[src/hdl/laser_scan_grid_rasterizer_assert.svh]
// Assertion macros for the laser scan grid rasterizer.
`ifndef LASER_SCAN_GRID_RASTERIZER_ASSERT_SVH
`define LASER_SCAN_GRID_RASTERIZER_ASSERT_SVH

// Same-cycle implication, off during reset.
`define LSGR_ASSERT_NOW(label, clk, rst_n, ante, cons, msg) \
    label: assert property (@(posedge clk) disable iff (!rst_n) (ante) |-> (cons)) \
        else $error(msg);

// Next-cycle implication, off during reset.
`define LSGR_ASSERT_NEXT(label, clk, rst_n, ante, cons, msg) \
    label: assert property (@(posedge clk) disable iff (!rst_n) (ante) |=> (cons)) \
        else $error(msg);

`endif

[src/hdl/lsgr_pkg.sv]
// Shared constants, widths and tables for the laser scan grid rasterizer.
`timescale 1ns / 1ps
package lsgr_pkg;

    // Port field widths
    localparam int CMD_W      = 2;
    localparam int RANGE_W    = 16;
    localparam int IDX_W      = 12;
    localparam int SEL_W      = 6;
    localparam int CELL_W     = 6;
    localparam int ROW_BITS_W = 64;
    localparam int ANGLE_W    = 16;

    // APB port
    localparam int PADDR_W   = 4;
    localparam int PDATA_W   = 32;
    localparam int REG_IDX_W = 2;

    // Commands
    localparam logic [CMD_W-1:0] CMD_CLEAR = 2'd0;
    localparam logic [CMD_W-1:0] CMD_BEAM  = 2'd1;
    localparam logic [CMD_W-1:0] CMD_READ  = 2'd2;
    localparam logic [CMD_W-1:0] CMD_NOP   = 2'd3;

    // Register indexes
    localparam logic [REG_IDX_W-1:0] REG_ANGLE_MIN  = 2'd0;
    localparam logic [REG_IDX_W-1:0] REG_ANGLE_STEP = 2'd1;
    localparam logic [REG_IDX_W-1:0] REG_MAX_RANGE  = 2'd2;

    // Register reset values
    localparam logic [ANGLE_W-1:0] ANGLE_MIN_RST  = 16'h8000;
    localparam logic [ANGLE_W-1:0] ANGLE_STEP_RST = 16'd64;
    localparam logic [RANGE_W-1:0] MAX_RANGE_RST  = 16'd10240;

    // Sizing
    localparam int GRID_SIZE_DEF = 64;
    localparam int MAX_BEAMS     = 4096;

    // CORDIC
    localparam int CORDIC_STEPS = 16;
    localparam int ITER_W       = $clog2(CORDIC_STEPS);
    localparam int XY_W         = 33;
    localparam int Z_W          = 32;
    localparam int RES_SHIFT    = 16;
    localparam logic signed [XY_W-1:0] CORDIC_START = 33'sd652032874;

    localparam logic signed [Z_W-1:0] ATAN_TAB [CORDIC_STEPS] = '{
        32'sh20000000, 32'sh12E4051E, 32'sh09FB385B, 32'sh051111D4,
        32'sh028B0D43, 32'sh0145D7E1, 32'sh00A2F61E, 32'sh00517C55,
        32'sh0028BE53, 32'sh00145F2F, 32'sh000A2F98, 32'sh000517CC,
        32'sh00028BE6, 32'sh000145F3, 32'sh0000A2FA, 32'sh0000517D
    };

    // Shared multiplier
    localparam int MUL_A_W = 20;
    localparam int MUL_B_W = XY_W;
    localparam int MUL_P_W = MUL_A_W + MUL_B_W;

    // Cell division: floor(range*trig / 2^30) then floor(/20) by reciprocal.
    localparam int Q_SHIFT    = 30;
    localparam int Q_W        = 18;
    localparam int U_W        = 18;
    localparam int D_W        = 14;
    localparam int CELL_MM    = 20;
    localparam int DIV_BIAS   = 4096;
    localparam int DIV_OFFSET = CELL_MM * DIV_BIAS;
    localparam int DIV_SHIFT  = 23;
    localparam int DIV_MULT   = (2 ** DIV_SHIFT + CELL_MM - 1) / CELL_MM;

endpackage

[src/hdl/lsgr_mul.sv]
// Shared signed multiplier with registered product.
`timescale 1ns / 1ps
module lsgr_mul (
    input  logic                                i_clk,
    input  logic                                i_en,
    input  logic signed [lsgr_pkg::MUL_A_W-1:0] i_a,
    input  logic signed [lsgr_pkg::MUL_B_W-1:0] i_b,
    output logic signed [lsgr_pkg::MUL_P_W-1:0] o_p
);
    import lsgr_pkg::*;

    logic signed [MUL_P_W-1:0] r_p;

    always_ff @(posedge i_clk) begin
        if (i_en) begin
            r_p <= MUL_P_W'(i_a) * MUL_P_W'(i_b);
        end
    end

    assign o_p = r_p;

endmodule

[config.mk]
export PLATFORM = sky130hd
export DESIGN_NAME = lsgr_mul
export DESIGN_NICKNAME = d
export VERILOG_FILES = /design/src/hdl/laser_scan_grid_rasterizer_assert.svh /design/src/hdl/lsgr_pkg.sv /design/src/hdl/lsgr_mul.sv
export SDC_FILE = /design/constraint.sdc
export NUM_CORES = 2
export LEC_CHECK = 0
export BUFFER_PORTS_ARGS = -buffer_cell sky130_fd_sc_hd__buf_2
export CAP_MARGIN = 20
export CORE_UTILIZATION = 64
export DETAILED_ROUTE_END_ITERATION = 10
export GPL_ROUTABILITY_DRIVEN = 0
export GPL_TIMING_DRIVEN = 0
export PLACE_DENSITY = 0.89
export SYNTH_ARGS = -nofsm -noshare
export SYNTH_HDL_FRONTEND = slang
export SYNTH_SLANG_ARGS = --single-unit
[constraint.sdc]
create_clock -name i_clk -period 13.1 [get_ports i_clk]
set_input_delay 0.655 -clock i_clk [delete_from_list [all_inputs] [get_ports i_clk]]
set_output_delay 0.655 -clock i_clk [all_outputs]
set_load 0.01 [all_outputs]
==> flow_metrics.tcl <==
set metrics [dict create \
    drt.antenna.violating_nets 0 \
    placement_rows 71 \
    worstSetupPathType "in2reg" \
    drtIter0Drc 1577 \
    dr.pass1.iters 7 \
    grt_max_degree 39 \
    critPathBufInv 8 \
    maxCapViolations 0 \
    instances_no_fill 3228 \
    antenna_found_initial 2 \
    finalCritPeriodShare_pct 67.2 \
    core_sq_mm 0.0380 \
    portBuffers 75 \
    status "finished clean" \
    die_w_um 199 \
    synth_cells 2629 \
    ys_warn_count 0 \
    avgSynthCellArea_sq_um 9.47 \
    drive_above_1_share_pct 3.91 \
    maxSlewViolCount 0 \
    critPathRequiredTime_ns 13.33 \
    cts_setup_buffers 0 \
    yosysSeqAreaShare_pct 6.39 \
    hold_viol_final 0 \
    clock_sinks 53 \
    dpl.cell_count 3216 \
    hp-class "in2reg" \
    num_vias 18900 \
    cpMaxStageDelayCell "fa_1" \
    setup_violations 0 \
    crit_end "o_p[49]" \
    path_delay_family "adder cells" \
    synth_area_leaders "fa_1 (53%), inv_1 (11%), and2_1 (8.7%)" \
    routed_wl_um 70100 \
    whs_ns 0.756 \
    clock.fmax_mhz 114 \
    synth_nets 3471 \
    h-tree-depth 2 \
    avgRoutedWirePerCell_um 21.7 \
    die_y_um 199 \
    rsz0062_at_grt "false" \
    path_clk_slew_ns 0.08 \
    syn_to_final_growth_pct 4.80 \
    cts_tree "built" \
    cts_buffer_depth 2 \
    place_hpwl_um 58700 \
    synth_commonest_cells "inv_1 (714), fa_1 (654), and2_1 (345), nand2_1 (307), ha_1 (133)" \
    cts_resized 0 \
    cts_root_buf "clkbuf_16" \
    cts_buffers 5 \
    relSlewSlack_pct 38.7 \
    synth_most_common_cell "inv_1" \
    drc 0 \
    endpoint_kind "flop" \
    period_minus_slack_ns 8.80 \
    yosys.area.top_type "fa_1" \
    viasPerCell 5.86 \
    crit_top_cell "fa_1" \
    synthFlopType "edfxtp_1" \
    nNetsFinal 3554 \
    worstPathArrival_ns 9.03 \
    synthArstFlopShare_pct 0 \
    dieArea_sq_mm 0.0397 \
    setup.worst_path.start "i_b[32]" \
    grt_pass1_wl_um 112000 \
    io_pins 108 \
    crit_fanout 10 \
    cts_hold_buf 0 \
    cp-start-kind "primary input" \
    tightest_slew_ns 0.920 \
    synthDistinctLibCells 58 \
    critical_path_depth 27 \
    synth-seq-cells 53 \
    start_util_pct 65.5 \
    gr-total-overflow 0 \
    critPathMaxStageDelay_ns 0.80 \
    grt_usage_pct 38.5 \
    largest_reg_flops 53 \
    grt_pass1_vias 21600 \
    totalNegativeSetupSlack_ns 0 \
    yosys.area.top_type_share_pct 52.6 \
    synth-edff-count 53 \
    synth.cell_area_sq_mm 0.0249 \
]
-- layout make-up --
cell class / instances / area [sq um]
Tap cell: 511 / 639
Clock buffer: 5 / 125
Fill cell: 2669 / 11900
Inverter: 715 / 2680
Clock inverter: 3 / 26.3
Timing Repair Buffer: 76 / 395
Antenna cell: 4 / 10.0
Sequential cell: 53 / 1590
Buffer: 128 / 482
Multi-Input combinational cell: 1733 / 20200
-- worst min-delay path by stage --
stage             from       to  slack [ns]  cells past startpoint
6_report          i_en  o_p[50]        0.76                      1
5_1_grt           i_en  o_p[38]        0.75                      1
3_3_place_gp   o_p[15]  o_p[15]        1.06                      1
4_1_cts           i_en  o_p[38]        0.75                      1
2_1_floorplan     i_en   o_p[0]        0.77                      0
3_5_place_dp   o_p[16]  o_p[16]        1.06                      1
-- metal layers --
metal / track usage (%) / vias up / wire length (um)
met5: 0 / - / 50
met4: 29.7 / 4 / 6610
met3: 11.9 / 480 / 8160
met2: 61.4 / 1315 / 32900
met1: 43.2 / 9422 / 22300
li1: - / 7679 / -
-- stage by stage --
step | cell area, sq um | util [%] | worst slack (ns)
2_1_floorplan | 24900 | - | 5.61
3_3_place_gp | 25900 | 68.2 | 4.41
3_5_place_dp | 25900 | 68.2 | 4.24
4_1_cts | 26100 | 68.6 | 4.42
5_1_grt | 26100 | 68.6 | 4.12
6_report | 26100 | 68.7 | 4.30
-- cell usage in the layout, fill, tap and decap left out, types with 9 or more instances in the layout --
cell type    n
a21o_1      27
a21oi_1     39
and2_1     345
buf_2       76
clkbuf_1   127
edfxtp_1    53
fa_1       654
ha_1       133
inv_1      714
nand2_1    307
nand2b_1    16
nor2_1      41
o21a_1      10
o21ai_0     19
o21bai_1     9
xnor2_1     42
xor2_1      16
-- cell families after synthesis --
logic type	share of synthesized area (%)
multiplexers	0.0452
adder cells (fa/ha/maj)	59.2
flip-flops	6.39
AO/OA/AOI/OAI	4.31
XOR/XNOR	2.04
buffers and inverters	12.7
AND/OR/NAND/NOR	15.3
Power is left out: the tool's default activity adds up to more than one toggle a clock period on the data nets, which glitch-free logic cannot reach.
