[src/hdl/laser_scan_grid_rasterizer_assert.svh]
// Assertion macros for the laser scan grid rasterizer.
`ifndef LASER_SCAN_GRID_RASTERIZER_ASSERT_SVH
`define LASER_SCAN_GRID_RASTERIZER_ASSERT_SVH

// Same-cycle implication, off during reset.
`define LSGR_ASSERT_NOW(label, clk, rst_n, ante, cons, msg) \
    label: assert property (@(posedge clk) disable iff (!rst_n) (ante) |-> (cons)) \
        else $error(msg);

// Next-cycle implication, off during reset.
`define LSGR_ASSERT_NEXT(label, clk, rst_n, ante, cons, msg) \
    label: assert property (@(posedge clk) disable iff (!rst_n) (ante) |=> (cons)) \
        else $error(msg);

`endif

[src/hdl/lsgr_pkg.sv]
// Shared constants, widths and tables for the laser scan grid rasterizer.
`timescale 1ns / 1ps
package lsgr_pkg;

    // Port field widths
    localparam int CMD_W      = 2;
    localparam int RANGE_W    = 16;
    localparam int IDX_W      = 12;
    localparam int SEL_W      = 6;
    localparam int CELL_W     = 6;
    localparam int ROW_BITS_W = 64;
    localparam int ANGLE_W    = 16;

    // APB port
    localparam int PADDR_W   = 4;
    localparam int PDATA_W   = 32;
    localparam int REG_IDX_W = 2;

    // Commands
    localparam logic [CMD_W-1:0] CMD_CLEAR = 2'd0;
    localparam logic [CMD_W-1:0] CMD_BEAM  = 2'd1;
    localparam logic [CMD_W-1:0] CMD_READ  = 2'd2;
    localparam logic [CMD_W-1:0] CMD_NOP   = 2'd3;

    // Register indexes
    localparam logic [REG_IDX_W-1:0] REG_ANGLE_MIN  = 2'd0;
    localparam logic [REG_IDX_W-1:0] REG_ANGLE_STEP = 2'd1;
    localparam logic [REG_IDX_W-1:0] REG_MAX_RANGE  = 2'd2;

    // Register reset values
    localparam logic [ANGLE_W-1:0] ANGLE_MIN_RST  = 16'h8000;
    localparam logic [ANGLE_W-1:0] ANGLE_STEP_RST = 16'd64;
    localparam logic [RANGE_W-1:0] MAX_RANGE_RST  = 16'd10240;

    // Sizing
    localparam int GRID_SIZE_DEF = 64;
    localparam int MAX_BEAMS     = 4096;

    // CORDIC
    localparam int CORDIC_STEPS = 16;
    localparam int ITER_W       = $clog2(CORDIC_STEPS);
    localparam int XY_W         = 33;
    localparam int Z_W          = 32;
    localparam int RES_SHIFT    = 16;
    localparam logic signed [XY_W-1:0] CORDIC_START = 33'sd652032874;

    localparam logic signed [Z_W-1:0] ATAN_TAB [CORDIC_STEPS] = '{
        32'sh20000000, 32'sh12E4051E, 32'sh09FB385B, 32'sh051111D4,
        32'sh028B0D43, 32'sh0145D7E1, 32'sh00A2F61E, 32'sh00517C55,
        32'sh0028BE53, 32'sh00145F2F, 32'sh000A2F98, 32'sh000517CC,
        32'sh00028BE6, 32'sh000145F3, 32'sh0000A2FA, 32'sh0000517D
    };

    // Shared multiplier
    localparam int MUL_A_W = 20;
    localparam int MUL_B_W = XY_W;
    localparam int MUL_P_W = MUL_A_W + MUL_B_W;

    // Cell division: floor(range*trig / 2^30) then floor(/20) by reciprocal.
    localparam int Q_SHIFT    = 30;
    localparam int Q_W        = 18;
    localparam int U_W        = 18;
    localparam int D_W        = 14;
    localparam int CELL_MM    = 20;
    localparam int DIV_BIAS   = 4096;
    localparam int DIV_OFFSET = CELL_MM * DIV_BIAS;
    localparam int DIV_SHIFT  = 23;
    localparam int DIV_MULT   = (2 ** DIV_SHIFT + CELL_MM - 1) / CELL_MM;

endpackage

[src/hdl/lsgr_cordic.sv]
// Iterative rotation-mode CORDIC: one micro-rotation per cycle, then quadrant map.
`timescale 1ns / 1ps
module lsgr_cordic (
    input  logic                             i_clk,
    input  logic                             i_rst_n,
    input  logic                             i_start,
    input  logic [lsgr_pkg::ANGLE_W-1:0]     i_angle,
    output logic                             o_done,
    output logic signed [lsgr_pkg::XY_W-1:0] o_cos,
    output logic signed [lsgr_pkg::XY_W-1:0] o_sin
);
    import lsgr_pkg::*;

    localparam logic [1:0] QUAD_0 = 2'd0;
    localparam logic [1:0] QUAD_1 = 2'd1;
    localparam logic [1:0] QUAD_2 = 2'd2;
    localparam logic [ITER_W-1:0] ITER_LAST = ITER_W'(CORDIC_STEPS - 1);

    logic signed [XY_W-1:0] r_x, r_y, r_cos, r_sin;
    logic signed [Z_W-1:0]  r_z;
    logic [1:0]             r_quad;
    logic [ITER_W-1:0]      r_iter;
    logic                   r_run, r_map, r_done;

    logic signed [XY_W-1:0] sh_x, sh_y, step_x, step_y, map_c, map_s;
    logic signed [Z_W-1:0]  step_z;

    // One micro-rotation; >>> floors.
    always_comb begin
        sh_x = r_y >>> r_iter;
        sh_y = r_x >>> r_iter;
        if (!r_z[Z_W-1]) begin
            step_x = r_x - sh_x;
            step_y = r_y + sh_y;
            step_z = r_z - ATAN_TAB[r_iter];
        end else begin
            step_x = r_x + sh_x;
            step_y = r_y - sh_y;
            step_z = r_z + ATAN_TAB[r_iter];
        end
    end

    always_comb begin
        case (r_quad)
            QUAD_0: begin
                map_c = r_x;
                map_s = r_y;
            end
            QUAD_1: begin
                map_c = -r_y;
                map_s = r_x;
            end
            QUAD_2: begin
                map_c = -r_x;
                map_s = -r_y;
            end
            default: begin
                map_c = r_y;
                map_s = -r_x;
            end
        endcase
    end

    always_ff @(posedge i_clk) begin
        if (!i_rst_n) begin
            r_run  <= 1'b0;
            r_map  <= 1'b0;
            r_done <= 1'b0;
            r_iter <= '0;
        end else if (i_start) begin
            r_run  <= 1'b1;
            r_map  <= 1'b0;
            r_done <= 1'b0;
            r_iter <= '0;
        end else if (r_run) begin
            r_iter <= r_iter + 1'b1;
            if (r_iter == ITER_LAST) begin
                r_run <= 1'b0;
                r_map <= 1'b1;
            end
        end else if (r_map) begin
            r_map  <= 1'b0;
            r_done <= 1'b1;
        end
    end

    always_ff @(posedge i_clk) begin
        if (i_start) begin
            r_x    <= CORDIC_START;
            r_y    <= '0;
            r_z    <= $signed(Z_W'({i_angle[ANGLE_W-3:0], {RES_SHIFT{1'b0}}}));
            r_quad <= i_angle[ANGLE_W-1 -: 2];
        end else if (r_run) begin
            r_x <= step_x;
            r_y <= step_y;
            r_z <= step_z;
        end
        if (r_map) begin
            r_cos <= map_c;
            r_sin <= map_s;
        end
    end

    assign o_done = r_done;
    assign o_cos  = r_cos;
    assign o_sin  = r_sin;

endmodule

[config.mk]
export PLATFORM = sky130hd
export DESIGN_NAME = lsgr_cordic
export DESIGN_NICKNAME = d
export VERILOG_FILES = /design/src/hdl/laser_scan_grid_rasterizer_assert.svh /design/src/hdl/lsgr_pkg.sv /design/src/hdl/lsgr_cordic.sv
export SDC_FILE = /design/constraint.sdc
export NUM_CORES = 1
export LEC_CHECK = 0
export ABC_CLOCK_PERIOD_IN_PS = 6600
export BUFFER_PORTS_ARGS = -buffer_cell sky130_fd_sc_hd__buf_4
export CAP_MARGIN = 20
export CORE_MARGIN = 5
export CORE_UTILIZATION = 48
export DETAILED_ROUTE_END_ITERATION = 8
export GPL_ROUTABILITY_DRIVEN = 1
export HOLD_SLACK_MARGIN = 0.06
export PLACE_DENSITY = 0.66
export SETUP_SLACK_MARGIN = 0.2
export SYNTH_ARGS = -nofsm -noshare
export SYNTH_HDL_FRONTEND = slang
export SYNTH_SLANG_ARGS = --single-unit
[constraint.sdc]
create_clock -name i_clk -period 6.6 [get_ports i_clk]
set_input_delay 0.33 -clock i_clk [delete_from_list [all_inputs] [get_ports i_clk]]
set_output_delay 0.33 -clock i_clk [all_outputs]
set_load 0.05 [all_outputs]
==> results of run 1 <==
==> worst reg2reg max path, cell delays in order (launching register included) <==
cell and delay [ps]:
dfxtp_4 530, inv_1 230, ha_2 450, nand2_1 90, a31oi_2 280, o311a_1 220, nor2b_1 190, nor2b_1 240
nand2_1 80, nor2_1 120, and2_1 180, nand4_1 110, and2_1 330, xor2_1 220, ha_1 250, a21o_1 200
a21o_1 170, a21oi_1 170, o21ai_0 150, o41a_1 400, a221o_1 370, nand4_1 100, nand2_1 90, o31ai_1 260
xor2_1 190, o21ai_0 90
==> kinds of logic after synthesis <==
logic type / Yosys count / share of synthesized area (%)
XOR/XNOR: 263 / 12.1
flip-flops: 173 / 22.6
AND/OR/NAND/NOR: 684 / 17.2
adder cells (fa/ha/maj): 118 / 7.89
AO/OA/AOI/OAI: 612 / 19.8
buffers and inverters: 222 / 4.82
multiplexers: 193 / 15.6
==> worst paths after layout <==
| check | from | end | slack (ps) | cells after the start |
|---|---|---|---|---|
| worst max register to register | r_iter[1] | r_z[28] | 630 | 25 |
| worst max-delay path | r_iter[1] | r_z[28] | 630 | 25 |
| worst min-delay path | i_rst_n | r_run | 80 | 2 |
| worst min register to register | r_z[15] | r_z[15] | 480 | 2 |
==> stage by stage <==
stage,util [%],setup WS (ps),std cells,hold WS (ps)
after floorplan,-,357,2265,429
after global placement,51.3,308,2740,445
after detailed placement,51.3,259,2740,462
after CTS,52.9,258,2774,68.1
after global routing,53.0,235,2776,83.6
final,53.0,627,2777,79.5
==> power by group <==
group	switching (mW)	total, mW	internal [mW]
clock	0.509	1.05	0.541
combinational	3.67	6.65	2.97
sequential	0.520	1.89	1.37
==> cells in the mapped netlist, types with 44 or more instances <==
cell        n
xor2_1     98
o21ai_0   153
xnor2_1   165
a21o_1     44
mux4_2     78
nor2_1    204
clkbuf_1  119
edfxtp_1   82
ha_1      114
mux2i_1    76
dfxtp_1    91
nor3_1     46
a21oi_1   200
nand2_1   217
==> area by class of cell <==
cell class	count	share of cell area, %
tap	518	3.15
timing repair buffer	141	5.28
clock inverter	15	0.821
multi-input combinational	1870	67.0
clock buffer	17	2.07
inverter	42	0.766
sequential	173	20.9
antenna	1	0.0122
==> state kept, by name, summed over array words and instances, names as in the netlist <==
signal  cells
o_cos      33
o_sin      33
r_x        33
r_y        33
r_z        32
r_iter      4
r_quad      2
o_done      1
r_map       1
r_run       1
==> what timing repair did <==
| action | in CTS | in global routing |
|---|---|---|
| setup endpoints to repair | 0 | 13 |
| gates resized for setup | 0 | 9 |
| endpoints found under the hold margin | 2 | 0 |
| hold buffers | 2 | 0 |
| buffers inserted | 0 | 1 |
==> routing by layer <==
metal	wire, um	share of wire (%)	track usage (%)
met5	0	0	0
met4	2120	3.6	10.4
met3	4250	7.2	3.58
met2	29000	49	45.9
met1	23600	40	32.2
==> results.sh, run 1 <==
export IMPL_outcome="finished clean"
export IMPL_overflow=0
export IMPL_slew_viol_final=0
export IMPL_peakVddDrop_mv=0.257
export IMPL_timing_critical_path_mode_cell="nand2_1"
export IMPL_die_w_um=209
export IMPL_arrival_ps=6160
export IMPL_nets=2381
export IMPL_fin_tns_setup_ps=0
export IMPL_yosys_top_cells_area="edfxtp_1 13%, dfxtp_1 9.6%, mux4_2 9.3%, xnor2_1 7.6%, ha_1 7.5%"
export IMPL_critPathBufInv=1
export IMPL_area_delta_synth_final_pct=8.56
export IMPL_rsz0062_at_grt="false"
export IMPL_fin_crit_ps=5970
export IMPL_crit_path_top_delay_cell="dfxtp_4"
export IMPL_drtIter0Drc=1653
export IMPL_cap_viol_max_count=0
export IMPL_multi_input_area_um2=13800
export IMPL_syn_cell_area_um2=19000
export IMPL_clkSinkCount=173
export IMPL_regArea_um2=4310
export IMPL_synth_flop_cell="dfxtp_1"
export IMPL_ioPinCount=86
export IMPL_initial_core_util_pct=48.8
export IMPL_row_count=72
export IMPL_coreArea_um2=38800
export IMPL_port_buffers=85
export IMPL_synth_seq_cells=173
export IMPL_ctsRootBufferMaster="clkbuf_16"
export IMPL_htree_num_levels=4
export IMPL_cts_made_buffers=17
export IMPL_first_pass_iters=6
export IMPL_grt_max_degree=101
export IMPL_drc=0
export IMPL_synth_seq_area_share_pct=22.6
export IMPL_path_max_fanout=16
export IMPL_synth_edf_count=82
export IMPL_yosys_area_top_type="edfxtp_1"
export IMPL_fp_dieH_um=209
export IMPL_viasPerCell=6.23
export IMPL_yosysUniqueCellTypes=86
export IMPL_grt_pass1_vias=16600
export IMPL_ant_nets=0
export IMPL_hpwl_um=43600
export IMPL_ctsLongestPathBuffers=2
export IMPL_grt_pass1_wl_um=91100
export IMPL_grtUsageTotal_pct=26.0
export IMPL_critPathMaxStageDelay_ps=530
export IMPL_wl_um=58900
export IMPL_hold_viol=0
export IMPL_min_path_type="input pin to flip-flop"
export IMPL_yosys_warnings=0
export IMPL_relSlewSlack_pct=34.7
export IMPL_setup_viol=0
export IMPL_cp_top_family="compound AO/OA/AOI/OAI gates"
export IMPL_antenna_found_initial=0
export IMPL_avgSynthCellArea_um2=8.37
export IMPL_dieArea_um2=43600
export IMPL_total_power_mw=9.58
export IMPL_drive_above_1_share_pct=15.0
export IMPL_fmax_mhz=167
export IMPL_clk_transition_reported_paths_ps=70
export IMPL_worst_pin_slew_ps=976
export IMPL_cp_data_required_time_ps=6790
export IMPL_final_area_um2=20600
export IMPL_end_kind="flip-flop"
export IMPL_fin_crit_sh_pct=90.5
export IMPL_routedWlPerCell_um=21.2
export IMPL_start_kind="flip-flop"
export IMPL_crit_type="flip-flop to flip-flop"
export IMPL_synthArstFlopShare_pct=0
export IMPL_dpl_cell_area_um2=19900
export IMPL_clk_latency_ps=470
export IMPL_synthCells=2265
export IMPL_layout_common_cells="216 x nand2_1, 204 x nor2_1, 199 x a21oi_1"
export IMPL_via_count=17300
export IMPL_syn_nets=2401
export IMPL_synth_top_area_share_pct=13.0
export IMPL_powerDensity_nw_per_um2=465
export IMPL_fillers=3604
export IMPL_leakagePower_nw=8.02
export IMPL_gp_congestion=0.962
export IMPL_cts_tree="yes"
export IMPL_layout_commonest_cell="nand2_1"
export IMPL_fin_skew_ps=16.6
Power figures use the tool's default switching activity.
==> run 2: changes to the inputs <==
--- a/config.mk
+++ b/config.mk
@@ -5,7 +5,7 @@
 export SDC_FILE = /design/constraint.sdc
 export NUM_CORES = 1
 export LEC_CHECK = 0
-export ABC_CLOCK_PERIOD_IN_PS = 6600
+export ABC_CLOCK_PERIOD_IN_PS = 6850
 export BUFFER_PORTS_ARGS = -buffer_cell sky130_fd_sc_hd__buf_4
 export CAP_MARGIN = 20
 export CORE_MARGIN = 5
@@ -13,7 +13,7 @@
 export DETAILED_ROUTE_END_ITERATION = 8
 export GPL_ROUTABILITY_DRIVEN = 1
 export HOLD_SLACK_MARGIN = 0.06
-export PLACE_DENSITY = 0.66
+export PLACE_DENSITY = 0.64
 export SETUP_SLACK_MARGIN = 0.2
 export SYNTH_ARGS = -nofsm -noshare
 export SYNTH_HDL_FRONTEND = slang
==> constraint.sdc (replaced) <==
create_clock -name i_clk -period 6.85 [get_ports i_clk]
set_input_delay 0.3425 -clock i_clk [delete_from_list [all_inputs] [get_ports i_clk]]
set_output_delay 0.3425 -clock i_clk [all_outputs]
set_load 0.05 [all_outputs]
==> results.sh, run 2 (same netlist as run 1, synthesis figures left out) <==
export IMPL_outcome="finished clean"
export IMPL_grt_pass1_wl_um=90500
export IMPL_ctsLongestPathBuffers=2
export IMPL_fin_ws_ps=586
export IMPL_ant_nets=0
export IMPL_arrival_ps=6590
export IMPL_grt_max_degree=92
export IMPL_fmax_mhz=160
export IMPL_coreArea_um2=38800
export IMPL_min_path_type="input pin to flip-flop"
export IMPL_start_kind="flip-flop"
export IMPL_cp_cell_sequence="buf_4 > mux4_2 > mux2_2 > a2111oi_1 > nor2_1 > nor2_1 > a21oi_1 > xor2_1 > ha_1 > and4_1 > nand3_1 > a211oi_1 > o21ai_0 > buf_4 > o21a_1 > o31ai_1 > a2111oi_0 > nor3_1 > xnor2_1 > o21ai_0"
export IMPL_total_power_mw=9.15
export IMPL_critPathBufInv=2
export IMPL_leakagePower_nw=7.91
export IMPL_fin_skew_ps=11.8
export IMPL_cts_made_buffers=17
export IMPL_fin_crit_ps=6260
export IMPL_layout_common_cells="217 x nand2_1, 204 x nor2_1, 199 x a21oi_1"
export IMPL_nets=2365
export IMPL_grtUsageTotal_pct=25.9
export IMPL_die_w_um=209
export IMPL_rsz0062_at_grt="false"
export IMPL_hpwl_um=42400
export IMPL_drive_above_1_share_pct=14.1
export IMPL_n_antenna_cell=0
export IMPL_switching_power_mw=4.50
export IMPL_overflow=0
export IMPL_peakVddDrop_mv=0.231
export IMPL_drtIter0Drc=1487
export IMPL_row_count=72
export IMPL_ioPinCount=86
export IMPL_fp_dieH_um=209
export IMPL_wl_um=58300
export IMPL_whs_path_depth=1
export IMPL_cp_top_family="compound AO/OA/AOI/OAI gates"
export IMPL_antenna_found_initial=0
export IMPL_internal_power_mw=4.65
export IMPL_via_count=17100
export IMPL_clk_transition_reported_paths_ps=70
export IMPL_viasPerCell=6.21
export IMPL_layout_commonest_cell="nand2_1"
export IMPL_htree_num_levels=4
export IMPL_combPwrFrac_pct=68.4
export IMPL_powerDensity_nw_per_um2=448
export IMPL_worstSetupStartpoint="r_iter[3]"
export IMPL_dieArea_um2=43600
export IMPL_hold_start="i_angle[14]"
export IMPL_dp_slack_ps=468
export IMPL_ctsRootBufferMaster="clkbuf_16"
export IMPL_cap_viol_max_count=0
export IMPL_gp_congestion=0.997
export IMPL_fin_tns_setup_ps=0
export IMPL_routedWlPerCell_um=21.1
export IMPL_end_kind="flip-flop"
export IMPL_crit_path_top_delay_cell="dfxtp_4"
export IMPL_hold_viol=0
export IMPL_cp_num_cells=20
export IMPL_timing_rr_start="r_iter[3]"
export IMPL_drc=0
export IMPL_cts_tree="yes"
export IMPL_slew_viol_final=0
export IMPL_clock_power_share_pct=10.6
export IMPL_holdWs_ps=91.9
export IMPL_critPathMaxStageDelay_ps=760
export IMPL_setup_viol=0
export IMPL_initial_core_util_pct=48.8
export IMPL_crit_type="flip-flop to flip-flop"
export IMPL_fin_crit_sh_pct=91.4
export IMPL_first_pass_iters=5
export IMPL_clk_latency_ps=460
export IMPL_rr_worst_depth=20
export IMPL_p_seq_share_pct=21.0
export IMPL_area_delta_synth_final_pct=7.63
export IMPL_port_buffers=85
export IMPL_netSwitchingFraction_pct=49.1
export IMPL_grt_pass1_vias=16400
export IMPL_relSlewSlack_pct=18.8
export IMPL_cp_data_required_time_ps=7180
export IMPL_worst_pin_slew_ps=1210
export IMPL_path_max_fanout=53
export IMPL_clkSinkCount=173
==> run 2: changes by cell type in the layout (fill, tap and decap cells not counted), moves of 2 or more <==
cell,delta
buf_4,-14
inv_8,-4
buf_6,-2
clkinv_1,+2
==> run 2: final cells by class <==
type                       count  area (um2)
clock buffer                  18         429
clock inverter                14         130
fill                        3669       18400
inverter                      42         158
multi-input combinational   1870       13800
sequential                   173        4310
tap                          518         648
timing repair buffer         125         965
==> run 2: power by group through the flow <==
stage	combinational (mW)	sequential (mW)	clock, mW
after global placement	6.07	1.90	0
final	6.25	1.92	0.971
after detailed placement	6.12	1.91	0
after global routing	6.95	1.93	1.04
after CTS	6.17	1.88	0.990
after floorplan	5.21	1.45	0
==> run 2: timing repair <==
| action | in CTS | in global routing |
|---|---|---|
| setup endpoints to repair | 0 | 10 |
| endpoints found under the hold margin | 1 | 0 |
| hold buffers | 1 | 0 |
| setup buffers | 0 | 2 |
| gates resized for setup | 0 | 5 |
==> run 2: metrics by stage <==
step / utilization (%) / instances / instance area (um2)
floorplan: - / 2265 / 19000
global placement: 51.0 / 2725 / 19800
detailed placement: 51.0 / 2725 / 19800
CTS: 52.5 / 2758 / 20400
global route: 52.6 / 2760 / 20400
finish: 52.6 / 2760 / 20400
==> run 2: worst paths after layout <==
kind	endpoint	slack [ps]
max	r_y[29]	590
min	r_quad[0]	90
min reg2reg	r_z[15]	470
max reg2reg	r_y[29]	590
==> run 2: routing by layer <==
metal / track usage [%] / up-vias / routed length [um]
li1: - / 8164 / -
met1: 32.5 / 8190 / 23900
met2: 45.4 / 684 / 28600
met3: 3.43 / 106 / 3890
met4: 9.83 / 0 / 1970
met5: 0 / - / 0
